<file path="src/hw/rtl/toeq_pkg.sv">
package toeq_pkg;

	typedef enum logic [1:0] {
		OP_ENQ  = 2'd0,
		OP_DEQ  = 2'd1,
		OP_PEEK = 2'd2,
		OP_CLR  = 2'd3
	} op_t;

	localparam int unsigned TIME_W  = 32;
	localparam int unsigned KIND_W  = 4;
	localparam int unsigned VALUE_W = 32;
	localparam int unsigned OCC_W   = 5;

	// one stored event
	typedef struct packed {
		logic [TIME_W-1:0]  ev_time;
		logic [KIND_W-1:0]  ev_kind;
		logic [VALUE_W-1:0] ev_value;
	} entry_t;

	// broadcast to every cell
	typedef struct packed {
		logic enq;   // insert the new event this cycle
		logic deq;   // shift every cell toward the front
	} cell_ctl_t;

endpackage

</file>
<file path="src/hw/rtl/toeq_req_if.sv">
interface toeq_req_if;
	logic                              valid;
	logic                              ready;
	logic [1:0]                        func;
	logic [toeq_pkg::TIME_W-1:0]       event_time;
	logic [toeq_pkg::KIND_W-1:0]       event_kind;
	logic [toeq_pkg::VALUE_W-1:0]      event_value;

	modport source (output valid, func, event_time, event_kind, event_value, input ready);
	modport sink   (input valid, func, event_time, event_kind, event_value, output ready);
endinterface

</file>
<file path="src/hw/rtl/toeq_rsp_if.sv">
interface toeq_rsp_if;
	logic                              valid;
	logic                              ready;
	logic [toeq_pkg::TIME_W-1:0]       head_time;
	logic [toeq_pkg::KIND_W-1:0]       head_kind;
	logic [toeq_pkg::VALUE_W-1:0]      head_value;
	logic                              was_empty;
	logic                              dropped;
	logic [toeq_pkg::OCC_W-1:0]        occupancy;

	modport source (output valid, head_time, head_kind, head_value, was_empty, dropped,
		occupancy, input ready);
	modport sink   (input valid, head_time, head_kind, head_value, was_empty, dropped,
		occupancy, output ready);
endinterface

</file>
<file path="src/hw/rtl/time_ordered_event_queue_top.sv">
// Time-ordered event queue: a bounded, stable priority queue sorted by trigger time.
//
// Channels: req (sink) carries one operation per beat: func, event_time, event_kind,
// event_value. rsp (source) returns exactly one beat per request: the head event
// (popped or peeked, zeros otherwise), was_empty, dropped and occupancy.
// Ops: enqueue inserts after every entry with equal or earlier time; dequeue pops
// the front; peek reads it; clear empties the queue. A full enqueue is dropped.
//
// Storage is a row of QUEUE_DEPTH cells. Every cell compares its time with the
// incoming one in parallel and either keeps, takes the new event, takes its left
// neighbor (insert) or takes its right neighbor (pop), all in the same cycle.
// Response: registered, valid in the cycle after the request beat is accepted.
// Throughput: one beat per cycle while rsp is not stalled.
// Reset: fill count and response valid clear; slot contents are left as is and
// never read before being written. While rsp is stalled with a pending beat,
// req.ready is low; it rises in the same cycle rsp.ready takes the beat.
module time_ordered_event_queue_top #(
	parameter int unsigned QUEUE_DEPTH = 16
) (
	input  logic       clk,
	input  logic       arst_n,
	toeq_req_if.sink   req,
	toeq_rsp_if.source rsp
);

	localparam int unsigned CW = $clog2(QUEUE_DEPTH + 1);

	toeq_pkg::cell_ctl_t ctl;
	toeq_pkg::entry_t    new_entry;
	toeq_pkg::entry_t    cell_entry [QUEUE_DEPTH];
	logic                cell_later [QUEUE_DEPTH];
	toeq_pkg::op_t       op;

	logic [CW-1:0]       count_q;
	logic [CW-1:0]       count_d;
	logic [CW+4:0]       count_ext;
	logic                full;
	logic                empty;
	logic                accept;
	logic                head_sel;
	logic                was_empty_d;
	logic                dropped_d;

	logic                vld_q;
	toeq_pkg::entry_t    head_q;
	logic                was_empty_q;
	logic                dropped_q;
	logic [toeq_pkg::OCC_W-1:0] occ_q;

	assign op        = toeq_pkg::op_t'(req.func);
	assign new_entry = '{ev_time: req.event_time, ev_kind: req.event_kind,
		ev_value: req.event_value};

	// output register frees up when its beat is taken
	assign req.ready = !vld_q || rsp.ready;
	assign accept    = req.valid && req.ready;
	assign full      = (count_q == CW'(QUEUE_DEPTH));
	assign empty     = (count_q == '0);

	always_comb begin
		ctl         = '0;
		count_d     = count_q;
		head_sel    = 1'b0;
		was_empty_d = 1'b0;
		dropped_d   = 1'b0;
		unique case (op)
			toeq_pkg::OP_ENQ: begin
				dropped_d = full;
				ctl.enq   = accept && !full;
				if (!full) begin
					count_d = count_q + CW'(1);
				end
			end
			toeq_pkg::OP_DEQ: begin
				was_empty_d = empty;
				head_sel    = !empty;
				ctl.deq     = accept && !empty;
				if (!empty) begin
					count_d = count_q - CW'(1);
				end
			end
			toeq_pkg::OP_PEEK: begin
				was_empty_d = empty;
				head_sel    = !empty;
			end
			toeq_pkg::OP_CLR: begin
				count_d = '0;
			end
			default: begin
				count_d = count_q;
			end
		endcase
	end

	assign count_ext = {5'd0, count_d};

	// cell row
	for (genvar i = 0; i < QUEUE_DEPTH; i++) begin : g_cell
		toeq_pkg::entry_t left_e;
		toeq_pkg::entry_t right_e;
		logic             left_l;
		logic             occ;

		assign occ = (count_q > CW'(i));

		if (i == 0) begin : g_first
			assign left_e = new_entry;
			assign left_l = 1'b0;
		end else begin : g_mid
			assign left_e = cell_entry[i-1];
			assign left_l = cell_later[i-1];
		end

		if (i == QUEUE_DEPTH - 1) begin : g_last
			assign right_e = cell_entry[i];
		end else begin : g_inner
			assign right_e = cell_entry[i+1];
		end

		toeq_cell u_cell (
			.clk         (clk),
			.ctl         (ctl),
			.new_entry   (new_entry),
			.occ         (occ),
			.left_entry  (left_e),
			.left_later  (left_l),
			.right_entry (right_e),
			.entry       (cell_entry[i]),
			.later       (cell_later[i])
		);
	end

	always_ff @(posedge clk or negedge arst_n) begin
		if (!arst_n) begin
			count_q <= '0;
			vld_q   <= 1'b0;
		end else begin
			if (accept) begin
				count_q <= count_d;
				vld_q   <= 1'b1;
			end else if (rsp.ready) begin
				vld_q <= 1'b0;
			end
		end
	end

	// response payload
	always_ff @(posedge clk) begin
		if (accept) begin
			head_q      <= head_sel ? cell_entry[0] : '0;
			was_empty_q <= was_empty_d;
			dropped_q   <= dropped_d;
			occ_q       <= count_ext[toeq_pkg::OCC_W-1:0];
		end
	end

	assign rsp.valid      = vld_q;
	assign rsp.head_time  = head_q.ev_time;
	assign rsp.head_kind  = head_q.ev_kind;
	assign rsp.head_value = head_q.ev_value;
	assign rsp.was_empty  = was_empty_q;
	assign rsp.dropped    = dropped_q;
	assign rsp.occupancy  = occ_q;

endmodule

</file>
<file path="src/hw/rtl/toeq_cell.sv">
// One slot of the sorted shift chain.
module toeq_cell (
	input  logic                clk,
	input  toeq_pkg::cell_ctl_t ctl,
	input  toeq_pkg::entry_t    new_entry,
	input  logic                occ,          // slot index below fill count
	input  toeq_pkg::entry_t    left_entry,
	input  logic                left_later,
	input  toeq_pkg::entry_t    right_entry,
	output toeq_pkg::entry_t    entry,
	output logic                later         // slot is empty or strictly later than new
);

	toeq_pkg::entry_t entry_q;

	assign entry = entry_q;
	assign later = !occ || (entry_q.ev_time > new_entry.ev_time);

	always_ff @(posedge clk) begin
		if (ctl.enq && later) begin
			entry_q <= left_later ? left_entry : new_entry;
		end else if (ctl.deq) begin
			entry_q <= right_entry;
		end
	end

endmodule

</file>
<file path="src/flat_wrapper.sv">
// flat-port wrapper written by rule: the top's interface ports become plain ports
module time_ordered_event_queue_top_flat 
#(
	parameter int unsigned QUEUE_DEPTH = 16
)
  (clk, arst_n, req_valid, req_func, req_event_time, req_event_kind, req_event_value, req_ready, rsp_valid, rsp_head_time, rsp_head_kind, rsp_head_value, rsp_was_empty, rsp_dropped, rsp_occupancy, rsp_ready);
  toeq_req_if req_i ();
  toeq_rsp_if rsp_i ();
  input  logic clk;
  input  logic arst_n;
  input wire logic [$bits(req_i.valid)-1:0] req_valid;
  input wire logic [$bits(req_i.func)-1:0] req_func;
  input wire logic [$bits(req_i.event_time)-1:0] req_event_time;
  input wire logic [$bits(req_i.event_kind)-1:0] req_event_kind;
  input wire logic [$bits(req_i.event_value)-1:0] req_event_value;
  output wire logic [$bits(req_i.ready)-1:0] req_ready;
  output wire logic [$bits(rsp_i.valid)-1:0] rsp_valid;
  output wire logic [$bits(rsp_i.head_time)-1:0] rsp_head_time;
  output wire logic [$bits(rsp_i.head_kind)-1:0] rsp_head_kind;
  output wire logic [$bits(rsp_i.head_value)-1:0] rsp_head_value;
  output wire logic [$bits(rsp_i.was_empty)-1:0] rsp_was_empty;
  output wire logic [$bits(rsp_i.dropped)-1:0] rsp_dropped;
  output wire logic [$bits(rsp_i.occupancy)-1:0] rsp_occupancy;
  input wire logic [$bits(rsp_i.ready)-1:0] rsp_ready;
  assign req_i.valid = req_valid;
  assign req_i.func = req_func;
  assign req_i.event_time = req_event_time;
  assign req_i.event_kind = req_event_kind;
  assign req_i.event_value = req_event_value;
  assign req_ready = req_i.ready;
  assign rsp_valid = rsp_i.valid;
  assign rsp_head_time = rsp_i.head_time;
  assign rsp_head_kind = rsp_i.head_kind;
  assign rsp_head_value = rsp_i.head_value;
  assign rsp_was_empty = rsp_i.was_empty;
  assign rsp_dropped = rsp_i.dropped;
  assign rsp_occupancy = rsp_i.occupancy;
  assign rsp_i.ready = rsp_ready;
  time_ordered_event_queue_top #(.QUEUE_DEPTH(QUEUE_DEPTH)) u_core (.clk(clk), .arst_n(arst_n), .req(req_i), .rsp(rsp_i));
endmodule
</file>
<file path="config.mk">
export PLATFORM = sky130hd
export DESIGN_NAME = time_ordered_event_queue_top_flat
export DESIGN_NICKNAME = d
export VERILOG_FILES = /design/src/hw/rtl/toeq_pkg.sv /design/src/hw/rtl/toeq_req_if.sv /design/src/hw/rtl/toeq_rsp_if.sv /design/src/hw/rtl/time_ordered_event_queue_top.sv /design/src/hw/rtl/toeq_cell.sv /design/src/flat_wrapper.sv
export SDC_FILE = /design/constraint.sdc
export NUM_CORES = 2
export LEC_CHECK = 0
export BUFFER_PORTS_ARGS = -buffer_cell sky130_fd_sc_hd__buf_2
export CAP_MARGIN = 20
export CELL_PAD_IN_SITES_DETAIL_PLACEMENT = 1
export CELL_PAD_IN_SITES_GLOBAL_PLACEMENT = 1
export CORE_ASPECT_RATIO = 0.8
export CORE_MARGIN = 10
export CORE_UTILIZATION = 56
export CTS_CLUSTER_DIAMETER = 150
export DETAILED_ROUTE_END_ITERATION = 10
export PLACE_DENSITY_LB_ADDON = 0.12
export REMOVE_ABC_BUFFERS = 1
export SYNTH_ARGS = -nofsm -noshare
export SYNTH_HDL_FRONTEND = slang
export SYNTH_SLANG_ARGS = --single-unit
</file>
<file path="constraint.sdc">
create_clock -name clk -period 16.85 [get_ports clk]
set_input_delay 1.685 -clock clk [delete_from_list [all_inputs] [get_ports clk]]
set_output_delay 1.685 -clock clk [all_outputs]
set_load 0.1 [all_outputs]
</file>
* Yosys cells after proc, flatten, opt, wreduce, memory -nomap -nowiden
Index checks and enable logic that the tools add are counted.
** Word-level totals
- Bits of input ports :: 74
- Output and inout bits :: 77
- Word-level logic and storage cells :: 221
- Flip-flop bits (word level) :: 1169
** Cells by class
- Order comparisons :: 32
- Equality and inequality tests :: 4
- Muxes and demuxes :: 53
- Reduce and logical (&&, ||, !) cells :: 74
- $add $sub $neg :: 2
** Operator list (count)
- 68-bit two-way mux :: 45
- 32-bit greater-than comparator :: 16
- 5-bit by 4-bit greater-than comparator with 1-bit output (second input constant) :: 8
- 2-bit nonzero test :: 16
- 5-bit by 3-bit greater-than comparator with 1-bit output (second input constant) :: 4
- 1-bit logical AND :: 19
- 1-bit zero test :: 19
- 1-bit logical OR :: 17
- 5-bit one-hot mux with 3 select lines :: 1
- 5-bit by 1-bit greater-than comparator with 1-bit output (second input constant) :: 2
- 5-bit by 2-bit greater-than comparator with 1-bit output (second input constant) :: 2
- 5-bit two-way mux :: 2
- 5-bit by 1-bit adder with 5-bit output (second input constant) :: 1
- 5-bit equality test (second input constant) :: 1
- 5-bit zero test :: 1
- 1-bit two-way mux :: 5
- 5-bit by 1-bit subtractor with 5-bit output (second input constant) :: 1
- 2-bit equality test (second input constant) :: 2
- 2-bit by 1-bit equality test with 1-bit output (second input constant) :: 1
- 2-bit zero test :: 1
- 2-bit OR reduction :: 1

* Depth between registers and ports, before layout
- Depth in word-level cells :: 7
- Depth in mapped cells :: 14
- Depth with buffers taken out :: 9

* Hierarchy
Synthesis repeated with hierarchy kept, for this count alone.
** Unflattened totals
- Cell total of the unflattened synthesis :: 11430
- Area, all modules :: 109507.5 µm²
** By module, submodules not included
- toeq_cell at u_core.g_cell[0].u_cell ... :: cells an instance 743, sequential area each 2042.0 µm², times used 14, area each 6929.1 µm²
- toeq_cell at u_core.g_cell[9].u_cell :: cells an instance 376, sequential area each 2042.0 µm², times used 1, area each 4443.0 µm²
- toeq_cell at u_core.g_cell[8].u_cell :: cells an instance 372, sequential area each 2042.0 µm², times used 1, area each 4418.0 µm²
- time_ordered_event_queue_top :: cells an instance 280, sequential area each 2402.3 µm², times used 1, area each 3638.5 µm²

* Worst setup path after synthesis
OpenSTA, ideal clock, no wires.
- Path kind :: in2reg
- Start :: input port req_event_time[1]
- End :: register u_core.g_cell[1].u_cell.entry_q, in the netlist u_core.g_cell[1].u_cell.entry[0], enable pin
- Path buffers :: 5
- Data arrival time :: 8.812 ns
- Data required time :: 16.262 ns
- Stages on the path :: 13
- Slack :: 7.450 ns
- Setup time :: 0.588 ns
- Path through :: clkbuf_1 clkbuf_1 inv_1 ha_1 nor2b_1 o211ai_1 a2111o_1 o211ai_1 a22oi_1 buf_2 buf_4 buf_4 o21ai_0
** Between the ends
- Cells in the longest elaborated chain, start to end :: 4
** Ends and longest elaborated chain
- start: declaration :: RTL line flat_wrapper.sv:13 : input wire logic [$bits(req_i.event_time)-1:0] req_event_time;
- 32-bit greater-than comparator :: RTL line toeq_cell.sv:17 : assign later = !occ || (entry_q.ev_time > new_entry.ev_time);
- 1-bit logical OR :: RTL line toeq_cell.sv:17
- 1-bit logical AND :: RTL line toeq_cell.sv:20 : if (ctl.enq && later) begin
- 2-bit nonzero test (no source line)
- end signal: assignment :: RTL line toeq_cell.sv:21 : entry_q <= left_later ? left_entry : new_entry;
- end signal: assignment :: RTL line toeq_cell.sv:23 : entry_q <= right_entry;
- end: declaration :: RTL line toeq_cell.sv:14 : toeq_pkg::entry_t entry_q;
No other way between the ends.
A chain may end at the register's enable or synchronous reset.

* Worst setup path after layout
- Start :: input port req_event_time[24]
- End :: register u_core.g_cell[5].u_cell.entry_q, in the netlist u_core.g_cell[5].u_cell.entry[7] (data pin)
** Between the ends
- Cells in the longest elaborated chain, start to end :: 4
- Elaborated cells between the ends (all ways) :: 7
- Classes of those cells :: 2 x order compare; 2 x mux; 3 x reduce/logical
** Ends and longest elaborated chain (RTL line)
- 32-bit greater-than comparator :: toeq_cell.sv:17
- 1-bit logical OR :: toeq_cell.sv:17
- 68-bit two-way mux / 1-bit logical AND (equally long branches) :: toeq_cell.sv:21, toeq_cell.sv:20
- 68-bit two-way mux * :: toeq_cell.sv:20
- end signal: assignment :: toeq_cell.sv:21
- end signal: assignment :: toeq_cell.sv:23
- end: declaration :: toeq_cell.sv:14
Mark *: on every way between the ends. The rest lies on a longest branch, timed or not.

==> metrics <==
via count=~58000; worst clock skew=roughly 0.048 ns; relative slew slack=between 10% and 20%; total core area=0.126 mm2; IO Pins=between 150 and 200; drt wl/cell=32.5 um; Slew @ Worst Pin=1.30 ns; Synth warnings=0; Post-synth top flop=edfxtp_1; crit share post-route=41.5%; fin crit period=around 7 ns; antenna cells=0; CP required=roughly 17 ns; post-synth cell types=84; Synth Register Bits=between 1000 and 1500; FF-to-FF path depth=11; Routed Antenna Nets=0; I/O Buffers=150; Die Height=339 um; area leader, netlist=edfxtp_1; Final Power=~9.1 mW; area of the mapped netlist=0.0712 mm2; RSZ-0062 raised after global routing=false; Fillers=~13000; FF-to-FF setup slack=approximately 11 ns; dpl ws=9.41 ns; count leader, synth=edfxtp_1; fraction of registers with async set/reset=less than 1%; HPWL Detailed=roughly 160000 um; Cells after Synth=around 6400; Hold Buf Count CTS=0; fraction of layout cells with a size suffix above 1=between 10% and 20%; max-cap violation count=0; # rows=116; critical path class=input pin to register; die width=about 420 um; R2R Path Start=u_core.g_cell[5].u_cell.entry[63]; post-CTS setup buffer count=0; VDD IR-drop max=0.119 mV; Die Area=0.142 mm2; Layout area overhead=8.18%; worst hold path class=register to register; Crit Path Max Fanout=69; P_leak=around 29 nW; GRT Total Usage=35.3%; status=completed; EDFF count, synth=1163; total CTS buffers=130; crit end category=register; Syn Area/Cell=about 11 um2; setup slack after layout=between 9 and 10 ns; TritonCTS clock tree=built; cts repair resizes=0; startpoint types=input pin; Via density=slightly above 7; detailed router's first-iteration violation count=about 8000; first-pass GRT wire length=approximately 390000 um; Clock Latency Late Sink=slightly above 0.8 ns; largest net degree at the start of global routing=about 150; placed inst area=between 0.07 and 0.08 mm2; root buffer cell=clkbuf_16; pwr/cell area=around 120 mW/mm2; CP startpoint=req_event_time[24]; antenna violations before repair=1; drt total wl=259000 um; placed cell count=7726; setup violators final=0; WP data arrival=~7.5 ns; Hold Violations, Final=0; Finished Cell Area=0.0771 mm2; final slew viol count=0; Commonest cells post-synth=1163 x edfxtp_1, 691 x o21ai_0, 523 x mux2_2, 520 x ha_1, 483 x mux2i_1; global route total overflow=0; number of nets in the layout=slightly below 7000; Sinks on Clock Net=1169; vias in the first global route=59900; DRT Pass-1 Iters=6; Worst setup endpoint=u_core.g_cell[5].u_cell.entry[7]; Max Freq=143 MHz; DRC violation count after routing=0; RD Place Congestion=about 0.92; leading post-synthesis cells by cell area=edfxtp_1 49%, ha_1 9.1%, mux2_2 8.3%; Worst R2R End=u_core.g_cell[5].u_cell.entry[7]; H-tree depth=4; non-filler cells in the finished layout=about 8000; Synth top area share=49.0%; Reg clk slew, reported paths=about 0.060 ns; post-synthesis sequential area ratio=between 40% and 50%; clock tree buffer depth=3; Starting Density=56.7%
==> state kept, by name (all words and copies together), names as in the netlist <==
register / cells
u_core.count_q: 5
u_core.g_cell.u_cell.entry: 1088
u_core.rsp.was_empty: 1
u_core.rsp.valid: 1
u_core.rsp.head_kind: 4
u_core.rsp.head_time: 32
u_core.rsp.dropped: 1
u_core.rsp.occupancy: 5
u_core.rsp.head_value: 32
==> stage by stage <==
stage | util [%] | hold slack (ns) | setup TNS (ns)
5_1_grt | 61.3 | 0.569 | 0
3_3_place_gp | 57.9 | 0.526 | 0
3_5_place_dp | 58.0 | 0.537 | 0
2_1_floorplan | - | 0.518 | -157.26
4_1_cts | 61.1 | 0.548 | 0
6_report | 61.3 | 0.543 | 0
==> layout by cell type, fill, tap and decap left out, types with 28 or more instances in the layout <==
cell / count
inv_1: 80
nor2_1: 370
mux2i_1: 483
clkbuf_1: 30
o21ai_0: 687
buf_2: 150
buf_4: 103
edfxtp_1: 1163
nand4_1: 117
nand3_1: 303
clkbuf_16: 134
nand2_1: 237
a21oi_1: 480
a21o_1: 70
nor3_1: 28
mux2_2: 523
o21ai_1: 64
and3_1: 75
ha_1: 519
a31oi_1: 346
==> how the worst min path moves through the flow <==
stage	from	to	slack [ns]	cells past startpoint
2_1_floorplan	u_core.g_cell[13].u_cell.entry[0]	u_core.g_cell[12].u_cell.entry[0]	0.52	2
3_3_place_gp	u_core.g_cell[15].u_cell.entry[4]	u_core.g_cell[14].u_cell.entry[4]	0.53	1
3_5_place_dp	u_core.g_cell[15].u_cell.entry[18]	u_core.g_cell[14].u_cell.entry[18]	0.54	1
4_1_cts	u_core.g_cell[12].u_cell.entry[16]	u_core.g_cell[11].u_cell.entry[16]	0.55	2
5_1_grt	u_core.g_cell[15].u_cell.entry[27]	u_core.g_cell[14].u_cell.entry[27]	0.57	1
6_report	u_core.g_cell[12].u_cell.entry[16]	u_core.g_cell[11].u_cell.entry[16]	0.54	2
==> power breakdown <==
part / internal (mW) / switching (mW)
clock: 1.55 / 1.28
combinational: 0.831 / 1.73
sequential: 3.52 / 0.168
total: 5.91 / 3.18
==> layer usage <==
metal	GRT usage, %	up-vias	share of wire (%)
met2	51.4	3559	43
met3	7.95	548	11
met5	0	-	0.0062
met1	50.7	29500	42
met4	13.8	2	3.7
li1	-	24200	-
==> area by class of cell <==
| cell class | instances | area (um2) | share of cell area [%] |
|---|---|---|---|
| clock buffers | 164 | 3470 | 4.50 |
| clock inverters | 63 | 529 | 0.687 |
| inverters | 81 | 307 | 0.398 |
| multi-input cells | 4566 | 33800 | 43.8 |
| flip-flops and latches | 1169 | 35100 | 45.5 |
| well taps | 1652 | 2070 | 2.68 |
| repair buffers | 267 | 1850 | 2.40 |
==> logic make-up after synthesis <==
| logic type | synth area share (%) |
|---|---|
| AO/OA/AOI/OAI | 14.1 |
| AND/OR/NAND/NOR | 8.24 |
| flip-flops | 49.2 |
| multiplexers | 15.3 |
| buffers and inverters | 4.00 |
| adder cells (fa/ha/maj) | 9.13 |
==> worst max-delay path, stage by stage <==
cell,delay [ns]
buf_2,0.35
inv_1,0.47
ha_1,0.46
and4_1,0.26
nor4b_2,0.58
nor3b_2,0.46
nand3_1,0.31
and3_2,0.32
buf_4,0.46
o21ai_4,0.32
buf_4,0.53
buf_4,0.80
mux2_2,0.42
No activity file was read; power rests on OpenSTA's default activity.
